[config.mk]
export PLATFORM = sky130hd
export DESIGN_NAME = dfa_cell
export DESIGN_NICKNAME = d
export VERILOG_FILES = /design/src/rtl/dedup_fifo_archive_macros.svh /design/src/rtl/dfa_pkg.sv /design/src/rtl/dfa_cell.sv
export SDC_FILE = /design/constraint.sdc
export NUM_CORES = 1
export LEC_CHECK = 0
export ABC_AREA = 1
export BUFFER_PORTS_ARGS = -buffer_cell sky130_fd_sc_hd__buf_4
export CAP_MARGIN = 20
export CORE_AREA = 2 2 205 207
export CTS_CLUSTER_DIAMETER = 80
export DETAILED_ROUTE_END_ITERATION = 6
export DIE_AREA = 0 0 207 209
export PLACE_DENSITY = 0.52
export SYNTH_ARGS = -nofsm -noshare
export SYNTH_HDL_FRONTEND = slang
export SYNTH_SLANG_ARGS = --single-unit
[constraint.sdc]
create_clock -name i_clk -period 4.7 [get_ports i_clk]
set_input_delay 0.47 -clock i_clk [delete_from_list [all_inputs] [get_ports i_clk]]
set_output_delay 0.47 -clock i_clk [all_outputs]
set_load 0.02 [all_outputs]
[src/rtl/dedup_fifo_archive_macros.svh]
// ----------------------------------------------------------------------------
// dedup_fifo_archive_macros
// Assertion macros used by the archive RTL.
// ----------------------------------------------------------------------------
`ifndef DEDUP_FIFO_ARCHIVE_MACROS_SVH
`define DEDUP_FIFO_ARCHIVE_MACROS_SVH

// Same-cycle implication, masked while reset is low.
`define DFA_ASSERT_NOW(label, clk, rst_n, ante, cons, msg) \
    label: assert property (@(posedge clk) disable iff (!(rst_n)) (ante) |-> (cons)) \
        else $error(msg);

// Next-cycle implication, masked while reset is low.
`define DFA_ASSERT_NEXT(label, clk, rst_n, ante, cons, msg) \
    label: assert property (@(posedge clk) disable iff (!(rst_n)) (ante) |=> (cons)) \
        else $error(msg);

`endif

[src/rtl/dfa_pkg.sv]
// ----------------------------------------------------------------------------
// dfa_pkg
// Widths, codes and shared types of the deduplicating FIFO archive.
// ----------------------------------------------------------------------------
package dfa_pkg;

    localparam int PROG_W = 16;
    localparam int HASH_W = 64;
    localparam int RES_W  = 64;
    localparam int KIND_W = 2;
    localparam int CNT_W  = 7;
    localparam int CAP_W  = 6;
    localparam int APB_DW = 32;
    localparam int APB_AW = 3;

    localparam logic [CAP_W-1:0] CAP_RESET = 6'd63;

    // word index of the capacity register (paddr[2])
    localparam logic REG_CAPACITY = 1'b0;

    localparam logic FUNC_ADD   = 1'b0;
    localparam logic FUNC_CLEAR = 1'b1;

    typedef logic [KIND_W-1:0] t_kind;

    localparam t_kind KIND_INSERT    = 2'd0;
    localparam t_kind KIND_DUPLICATE = 2'd1;
    localparam t_kind KIND_EVICT     = 2'd2;
    localparam t_kind KIND_CLEAR     = 2'd3;

    typedef struct packed {
        logic [PROG_W-1:0] prog;
        logic [HASH_W-1:0] hash;
        logic [RES_W-1:0]  result;
    } t_entry;

    // Broadcast control from the sequencer to every cell
    typedef struct packed {
        logic clear;
        logic compare;
        logic shift;
        logic append;
    } t_cell_ctl;

endpackage

[src/rtl/dfa_cell.sv]
// ----------------------------------------------------------------------------
// dfa_cell
// One archive slot: holds an entry, compares it against the broadcast key
// and takes its neighbour's entry when the row shifts towards the head.
// ----------------------------------------------------------------------------
module dfa_cell #(
    parameter int IDX = 0,
    parameter int CW  = 6
) (
    input  logic                        i_clk,
    input  logic                        i_rst_n,
    input  dfa_pkg::t_cell_ctl          i_ctl,
    input  logic [CW-1:0]               i_append_idx,
    input  dfa_pkg::t_entry             i_new_entry,
    input  logic [dfa_pkg::PROG_W-1:0]  i_key_prog,
    input  logic [dfa_pkg::HASH_W-1:0]  i_key_hash,
    input  dfa_pkg::t_entry             i_nbr_entry,
    input  logic                        i_nbr_valid,
    output dfa_pkg::t_entry             o_entry,
    output logic                        o_valid,
    output logic                        o_hit_hash,
    output logic                        o_hit_pair
);

    dfa_pkg::t_entry r_entry;
    logic            r_valid;
    logic            r_hit_hash;
    logic            r_hit_pair;
    logic            w_mine;
    logic            w_hash_eq;

    assign w_mine    = i_ctl.append && (i_append_idx == CW'(IDX));
    assign w_hash_eq = r_valid && (r_entry.hash == i_key_hash);

    always_ff @(posedge i_clk) begin
        if (!i_rst_n) begin
            r_valid    <= 1'b0;
            r_hit_hash <= 1'b0;
            r_hit_pair <= 1'b0;
        end else begin
            if (i_ctl.clear) begin
                r_valid <= 1'b0;
            end else if (i_ctl.shift) begin
                r_valid <= i_nbr_valid;
            end else if (w_mine) begin
                r_valid <= 1'b1;
            end
            if (i_ctl.compare) begin
                r_hit_hash <= w_hash_eq;
                r_hit_pair <= w_hash_eq && (r_entry.prog == i_key_prog);
            end
        end
    end

    always_ff @(posedge i_clk) begin
        if (i_ctl.shift) begin
            r_entry <= i_nbr_entry;
        end else if (w_mine) begin
            r_entry <= i_new_entry;
        end
    end

    assign o_entry    = r_entry;
    assign o_valid    = r_valid;
    assign o_hit_hash = r_hit_hash;
    assign o_hit_pair = r_hit_pair;

endmodule

---- Yosys cells after proc, flatten, opt, wreduce, memory -nomap -nowiden ----
Index checks and enable logic that the tools add are counted.
word-level totals
  register bits after elaboration ......... 147
  output and inout bits ................... 147
cells by class
  eq/ne operators ......................... 2
  bitwise operators ....................... 1
  reduce and logical (&&, ||, !) cells .... 6
  muxes and demuxes ....................... 4
operator list
  kind                 number
  144-bit two-way mux  2
  64-bit == test       1
  16-bit == test       1
  6-bit zero test      1
  1-bit logical AND    3
  1-bit two-way mux    2
  2-bit nonzero test   1
  2-bit OR reduction   1
  1-bit inverter       1

---- Logic depth before layout (Yosys ltp) ----
Gate-level depths: netlist of the first run.
  depth after elaboration ................. 4
  depth in mapped cells ................... 10

---- Worst setup path before layout of the first run ----
Ideal clock, no wire load.
  kind .................................... input to register
  from .................................... input i_ctl[1] (netlist name)
  to ...................................... register r_entry, in the netlist o_entry[0], enable pin
  stages on the path ...................... 4
  buffers on the path ..................... 2
  data arrival time ....................... 3,209 ps
  required time ........................... 3,468 ps
  path slack .............................. 260 ps
  cell sequence ........................... buf_2 > inv_1 > buf_2 > nand2_1
between the ends
  cells in the longest elaborated chain, start to end .. 1
ends and longest elaborated chain
  what                                 line            source
  start: declaration                   dfa_cell.sv:12  input dfa_pkg::t_cell_ctl i_ctl,
  2-bit nonzero test (no source line)  --
  end signal: assignment               dfa_cell.sv:57  r_entry <= i_nbr_entry;
  end signal: assignment               dfa_cell.sv:59  r_entry <= i_new_entry;
  end: declaration                     dfa_cell.sv:25  dfa_pkg::t_entry r_entry;
Every way passes these cells.
A chain may end at the register's enable or synchronous reset.

---- Worst setup path in the final report of the first run ----
  from .................................... input i_ctl[1] (netlist name)
  to ...................................... register r_entry, in the netlist o_entry[77] (data pin)
between the ends
  cells in the longest elaborated chain, start to end .. 1
ends and longest elaborated chain
  what                 line            source
  144-bit two-way mux  dfa_cell.sv:56  if (i_ctl.shift) begin
Every way passes these cells.

==> key figures, run 1 <==
CTS
  • Clk buf depth: 2
  • TritonCTS clock tree: built
  • Clock-pin slew on the worst setup and hold paths: 70 ps
  • # H-tree levels: 4
  • Clk root buf: clkbuf_16
  • Hold_buf cts: 0
  • CTS Sinks: 147
  • Clock buffer count from CTS: 17
  • Worst skew pair latency: 450 ps
  • Setup bufs post-CTS: 0
  • Resize count post-CTS: 0

Layout
  • Share of cells above drive strength 1: 0.394
  • Fillers: 4,468
  • Final #Nets: 1,829
  • Layout Cells excl Fill: 2,000
  • Final Core Density: 0.307
  • Synthesis-to-finish area growth: 67.4%

Die
  • CORE AREA: 0.0413 sq mm
  • Row cnt: 75
  • Ports: 528
  • Die W: 207 um
  • Die Y: 209 um
  • Initial Util: 0.184
  • Die Footprint: 0.0433 sq mm

Drt
  • Via count: 7,747
  • Pre-Repair DR Iteration Count: 4
  • Wire length on met3: 2730 um
  • Vias/cell: 3.87
  • DR top layer: met4
  • Drt total wl: 30,700 um
  • Met1 wire length: 12,200 um
  • Post-route DRC: 0
  • Post-route ant nets: 0
  • DR WL met2: 15,100 um
  • 1st-iter DRT viols: 341
  • Routed length per placed instance: 15.4 um

Synthesis
  • Yosys reg bits: 147
  • Asr flop ratio synth: 0
  • Post-synth EDFFs: 144
  • Count leader, synth: nand2_1
  • Share of the synthesized area in the top cell type: 0.570
  • Leading area contributor after synthesis: edfxtp_1
  • Synth cell count leaders: 545 x nand2_1, 144 x edfxtp_1, 73 x inv_1
  • Syn_nets: 1,310
  • Sequential-to-total area share from yosys stat: 0.578
  • Mapped Area: 0.00758 sq mm
  • Cells after Synth: 929
  • Syn_area_per_cell: 8.16 sq um
  • Synth unique cells: 20
  • Ranking of synthesized cells by area: edfxtp_1 57%, nand2_1 27%, inv_1 3.6%
  • Ys Warns: 0
  • Main synth FF type: edfxtp_1

Setup path
  • WP buf/inv: 4
  • RR Endpoint: o_hit_pair$_SDFFE_PN0P_
  • Slowest stage cell on the critical path: buf_4
  • CP arrival: 2760 ps
  • Critical R2R Launch: o_entry[74]$_DFFE_PP_
  • Launch point of the worst path: i_ctl[1]
  • CP Class: in -> reg
  • Critical Path Fanout Max: 80
  • Delay-heaviest family, CP: buffers and inverters
  • Worst Setup Start Kind: primary input
  • CP Depth: 6
  • Crit path to: o_entry[77]$_DFFE_PP_
  • R2R depth: 7
  • Most used cell, CP: buf_4
  • Required @ worst endpoint: 5010 ps
  • Critical Path Max Stage Delay: 720 ps
  • CP endpoint kind: register
  • Cells along the critical path: buf_4 -> inv_4 -> buf_4 -> buf_4 -> nand2_1 -> nand2_1
  • Worst R2R Setup Slack: 3110 ps

Min path
  • Worst Hold Depth: 3
  • Hold crit path type: in -> reg

STA
  • Aggregate negative setup slack: 0 ps
  • Relative slew slack: 0.391
  • Fin crit period: 2450 ps
  • Hold Violations, Final: 0
  • Final setup violation count: 0
  • Fin. max-slew vios: 0
  • Fmax: 409 MHz
  • Clock skew: 8.11 ps
  • Crit path setup slack, layout: 2250 ps
  • Least-Margin Pin Slew: 913 ps
  • Tcrit/Tclk final: 0.521
  • RSZ-0062 raised after global routing: false

Global routing
  • Number of global-route vias before repair: 7,810
  • Initial antenna violation count: 1
  • Overall routing resource usage: 0.141
  • Global route overflow: 0
  • Largest net degree at the start of global routing: 81
  • Global-route wire length before repair: 45,700 um

Placed design
  • Placed cells: 1,968
  • I/O Buffers: 527
  • DP Wirelength: 24,500 um
  • Pre-CTS setup slack: 1830 ps
  • Placer Congestion: 0.867

Flow run
  • Max-Cap Viols: 0

Power
  • Total leakage power: 6.42 nW
  • Pwr dens: 311 mW/mm^2
  • Maximum vdd ir drop: 0.252 mV

Status
  • Status: complete, no violations
-- area by class of cell --
class | instances | area, sq um | area share
repair buffers | 532 | 4010 | 0.316
flip-flops and latches | 147 | 4380 | 0.345
diodes | 1 | 2.50 | 0.000197
clock buffers | 18 | 429 | 0.0338
clock inverters | 13 | 136 | 0.0107
multi-input cells | 675 | 2770 | 0.218
inverters | 75 | 284 | 0.0224
well taps | 539 | 674 | 0.0531
-- per-layer routing --
metal  GRT usage  up-vias
li1            -     3923
met1       0.158     3426
met2       0.239      362
met3      0.0564       36
met4      0.0530        0
met5           0        -
-- power by group --
group	total [mW]	switching, mW	internal [mW]
registers	1.67	0.0772	1.59
clock network	1.37	0.599	0.776
logic	0.912	0.465	0.447
total	3.95	1.14	2.81
-- cells in the final DEF (no fill, tap or decap), types with 2 or more instances in the layout --
cell type   instances
xor2_1              3
inv_2               2
a21oi_1             2
nand4_1             9
clkbuf_16          17
clkinv_4            2
nand3_1             5
clkinv_1            3
nor2_1             62
clkinvlp_4          4
edfxtp_1          144
dfxtp_1             3
buf_4             531
bufinv_16           2
xnor2_1            28
nor2_2              3
inv_6               2
or2_2               8
o21ai_1             7
inv_1              72
nand2_1           544
-- state kept, by name, summed over array words and instances, names as in the netlist --
register,count
o_hit_hash,1
o_hit_pair,1
o_entry,144
o_valid,1
-- per-stage QoR --
step	area (sq um)	total power, mW	hold slack, ps
after floorplan	7580	2.08	538
after global placement	12100	2.61	461
after detailed placement	12100	2.62	465
after CTS	12700	4.03	228
after global routing	12700	4.15	245
final	12700	3.95	276
-- logic make-up after synthesis --
group,after synthesis,synth area share
and+or+nand+nor,633,0.321
buffers and inverters,107,0.0569
xor gates and xnor gates,31,0.0358
AOI/OAI and AO/OA,11,0.00776
DFF,147,0.578
-- worst min path at each step --
stage | to | startpoint | slack (ps)
final | o_entry[72]$_DFFE_PP_ | i_new_entry[72] | 280
after global placement | o_hit_hash$_SDFFE_PN0P_ | o_hit_hash$_SDFFE_PN0P_ | 460
after floorplan | o_hit_hash$_SDFFE_PN0P_ | o_hit_hash$_SDFFE_PN0P_ | 540
after detailed placement | o_hit_hash$_SDFFE_PN0P_ | o_hit_hash$_SDFFE_PN0P_ | 460
after CTS | o_entry[100]$_DFFE_PP_ | i_new_entry[100] | 230
after global routing | o_entry[54]$_DFFE_PP_ | i_new_entry[54] | 250
-- worst reg2reg max path, cell delays in order (launching register included) --
cell and delay [ps]:
edfxtp_1 530, xnor2_1 240, nand3_1 100, nor2_1 120
nand2_1 70, nor2_2 220, nand4_1 130, a21oi_1 130
Power figures use the tool's default switching activity.
==> run 2: changes to the inputs <==
CORE_AREA = 2 2 207 209   (was 2 2 205 207)
DIE_AREA = 0 0 209 211   (was 0 0 207 209)
PLACE_DENSITY = 0.5   (was 0.52)
clock period = 2.55 ns   (was 4.7 ns; I/O delays follow)
==> run 2 against run 1 <==
Effect of this change: routed wire length fell by 1.3%; highest routed layer is now met5; critical endpoint is now o_hit_pair$_SDFFE_PN0P_; sequential share of layout area decreased by 0.28 points; clock skew is essentially flat; power is 82% higher; clock power up 77%; first-iteration DRC count decreased by 31%; critical path depth is 3 higher; count of clock-buffer cells in the layout up 1; global-route usage fell by 0.53 points.
==> key figures, run 2 (synthesis gave the netlist of run 1 again) <==
Status
  • Status: complete, no violations

Layout
  • Layout Cells excl Fill: 2,003
  • Share of cells above drive strength 1: 0.397
  • Commonest non-fill, non-tap cell in the layout: nand2_1
  • Ant. Diodes: 0
  • Number of flip-flops in the largest register: 144
  • Fillers: 4,420
  • Highest-count cells in the layout ignoring fill and taps: 544 x nand2_1, 529 x buf_4, 144 x edfxtp_1
  • Footprint of the multi-input gates: 0.00278 sq mm
  • Final #Nets: 1,833
  • Sequential Area: 0.00438 sq mm
  • Synthesis-to-finish area growth: 68.7%

Global routing
  • Largest net degree at the start of global routing: 145
  • Overall routing resource usage: 0.135
  • Global-route wire length before repair: 44,100 um
  • Number of global-route vias before repair: 7,551
  • Global route overflow: 0
  • Initial antenna violation count: 2

Drt
  • Pre-Repair DR Iteration Count: 4
  • Post-route DRC: 0
  • Via count: 7,653
  • 1st-iter DRT viols: 234
  • Routed length per placed instance: 15.1 um
  • Drt total wl: 30,300 um
  • Post-route ant nets: 0
  • Vias/cell: 3.82

Min path
  • Hold crit path type: in -> reg
  • Hold Crit Start: i_new_entry[0]
  • Hold EP: o_entry[0]$_DFFE_PP_
  • Worst Hold Depth: 3

Die
  • Die W: 209 um
  • CORE AREA: 0.0418 sq mm
  • Row cnt: 75
  • Die Y: 211 um
  • Ports: 528
  • Initial Util: 0.182
  • Die Footprint: 0.0441 sq mm

Setup path
  • Most used cell, CP: nor2_1
  • Critical Path Max Stage Delay: 420 ps
  • CP Class: reg -> reg
  • CP endpoint kind: register
  • Worst R2R Setup Slack: 980 ps
  • Slowest stage cell on the critical path: edfxtp_1
  • WP buf/inv: 0
  • Cells along the critical path: nor2_1 -> nor2_1 -> nor2_1 -> nand2_1 -> nor2_1 -> nand2_1 -> nor2_2 -> nand4_1 -> a21oi_1
  • Worst Setup Start Kind: register
  • Critical R2R Launch: o_entry[88]$_DFFE_PP_
  • CP arrival: 1940 ps
  • RR Endpoint: o_hit_pair$_SDFFE_PN0P_
  • R2R depth: 9
  • Delay-heaviest family, CP: simple AND/OR/NAND/NOR gates
  • Required @ worst endpoint: 2930 ps
  • Critical Path Fanout Max: 3

CTS
  • Worst skew pair latency: 450 ps
  • CTS Sinks: 147
  • Setup bufs post-CTS: 0
  • TritonCTS clock tree: built
  • # H-tree levels: 4
  • Clock-pin slew on the worst setup and hold paths: 70 ps
  • Hold_buf cts: 0
  • Clk root buf: clkbuf_16
  • Clock buffer count from CTS: 17
  • Clk buf depth: 2
  • Resize count post-CTS: 0

Placed design
  • Placed cells: 1,972
  • DP Wirelength: 24,600 um
  • I/O Buffers: 527
  • Pre-CTS setup slack: 719 ps
  • Placer Congestion: 0.830

Power
  • Sequential Power Share: 0.423
  • Maximum vdd ir drop: 0.399 mV
  • Switching portion of total power: 0.289
  • Total leakage power: 6.47 nW
  • Pint: 5.12 mW
  • Pwr dens: 563 mW/mm^2
  • Comb pwr share: 0.239
  • Switching pwr: 2.08 mW
  • Clock power frac: 0.337

STA
  • Crit path setup slack, layout: 985 ps
  • Least-Margin Pin Slew: 624 ps
  • Final Hold Slack: 67.3 ps
  • Relative slew slack: 0.584
  • Clock skew: 7.82 ps
  • RSZ-0062 raised after global routing: false
  • Fin. max-slew vios: 0
  • Aggregate negative setup slack: 0 ps
  • Hold Violations, Final: 0
  • Fin crit period: 1570 ps
  • Tcrit/Tclk final: 0.614
  • Fmax: 639 MHz
  • Final setup violation count: 0

Flow run
  • Max-Cap Viols: 0
==> run 2: changes by cell type in the layout (fill, tap and decap cells not counted), moves of 2 or more <==
cell and change:
inv_6 +3, clkinv_1 -3, buf_4 -2, buf_12 +6
==> run 2: layout make-up <==
type	instances	area share
Multi-Input combinational cell	675	0.217
Inverter	75	0.0222
Clock buffer	19	0.0338
Tap cell	539	0.0527
Sequential cell	147	0.343
Clock inverter	12	0.00968
Timing Repair Buffer	536	0.321
==> run 2: how the worst max path moves through the flow <==
stage	from	end	slack (ps)	depth (start not counted)
finish	o_entry[88]$_DFFE_PP_	o_hit_pair$_SDFFE_PN0P_	980	9
global route	o_entry[100]$_DFFE_PP_	o_hit_hash$_SDFFE_PN0P_	740	9
CTS	o_entry[80]$_DFFE_PP_	o_hit_pair$_SDFFE_PN0P_	830	7
detailed placement	i_append_idx[5]	o_entry[134]$_DFFE_PP_	720	5
global placement	i_append_idx[3]	o_entry[143]$_DFFE_PP_	730	5
floorplan	i_ctl[1]	o_entry[0]$_DFFE_PP_	520	4
==> run 2: metrics by stage <==
step | cell area, sq um | utilization | total power, mW
after floorplan | 7590 | - | 3.82
after global placement | 12200 | 0.293 | 4.85
after detailed placement | 12200 | 0.293 | 4.85
after CTS | 12800 | 0.306 | 7.34
after global routing | 12800 | 0.306 | 7.58
final | 12800 | 0.306 | 7.20
==> run 2: power by group through the flow <==
stage / clock [mW] / sequential (mW) / combinational (mW)
2_1_floorplan: 0 / 3.37 / 0.444
3_5_place_dp: 0 / 3.10 / 1.75
6_report: 2.43 / 3.05 / 1.72
3_3_place_gp: 0 / 3.10 / 1.75
4_1_cts: 2.53 / 3.05 / 1.75
5_1_grt: 2.64 / 3.08 / 1.87
==> run 2: routing by layer <==
metal | part of all wire | GRT usage
met1 | 0.40 | 0.153
met2 | 0.49 | 0.230
met3 | 0.094 | 0.0544
met4 | 0.021 | 0.0480
met5 | 0.00033 | 0
==> run 2: tightest hold or removal path, stage by stage <==
cell     delay [ps]
buf_4            80
nand2_1          40
nand2_1          40
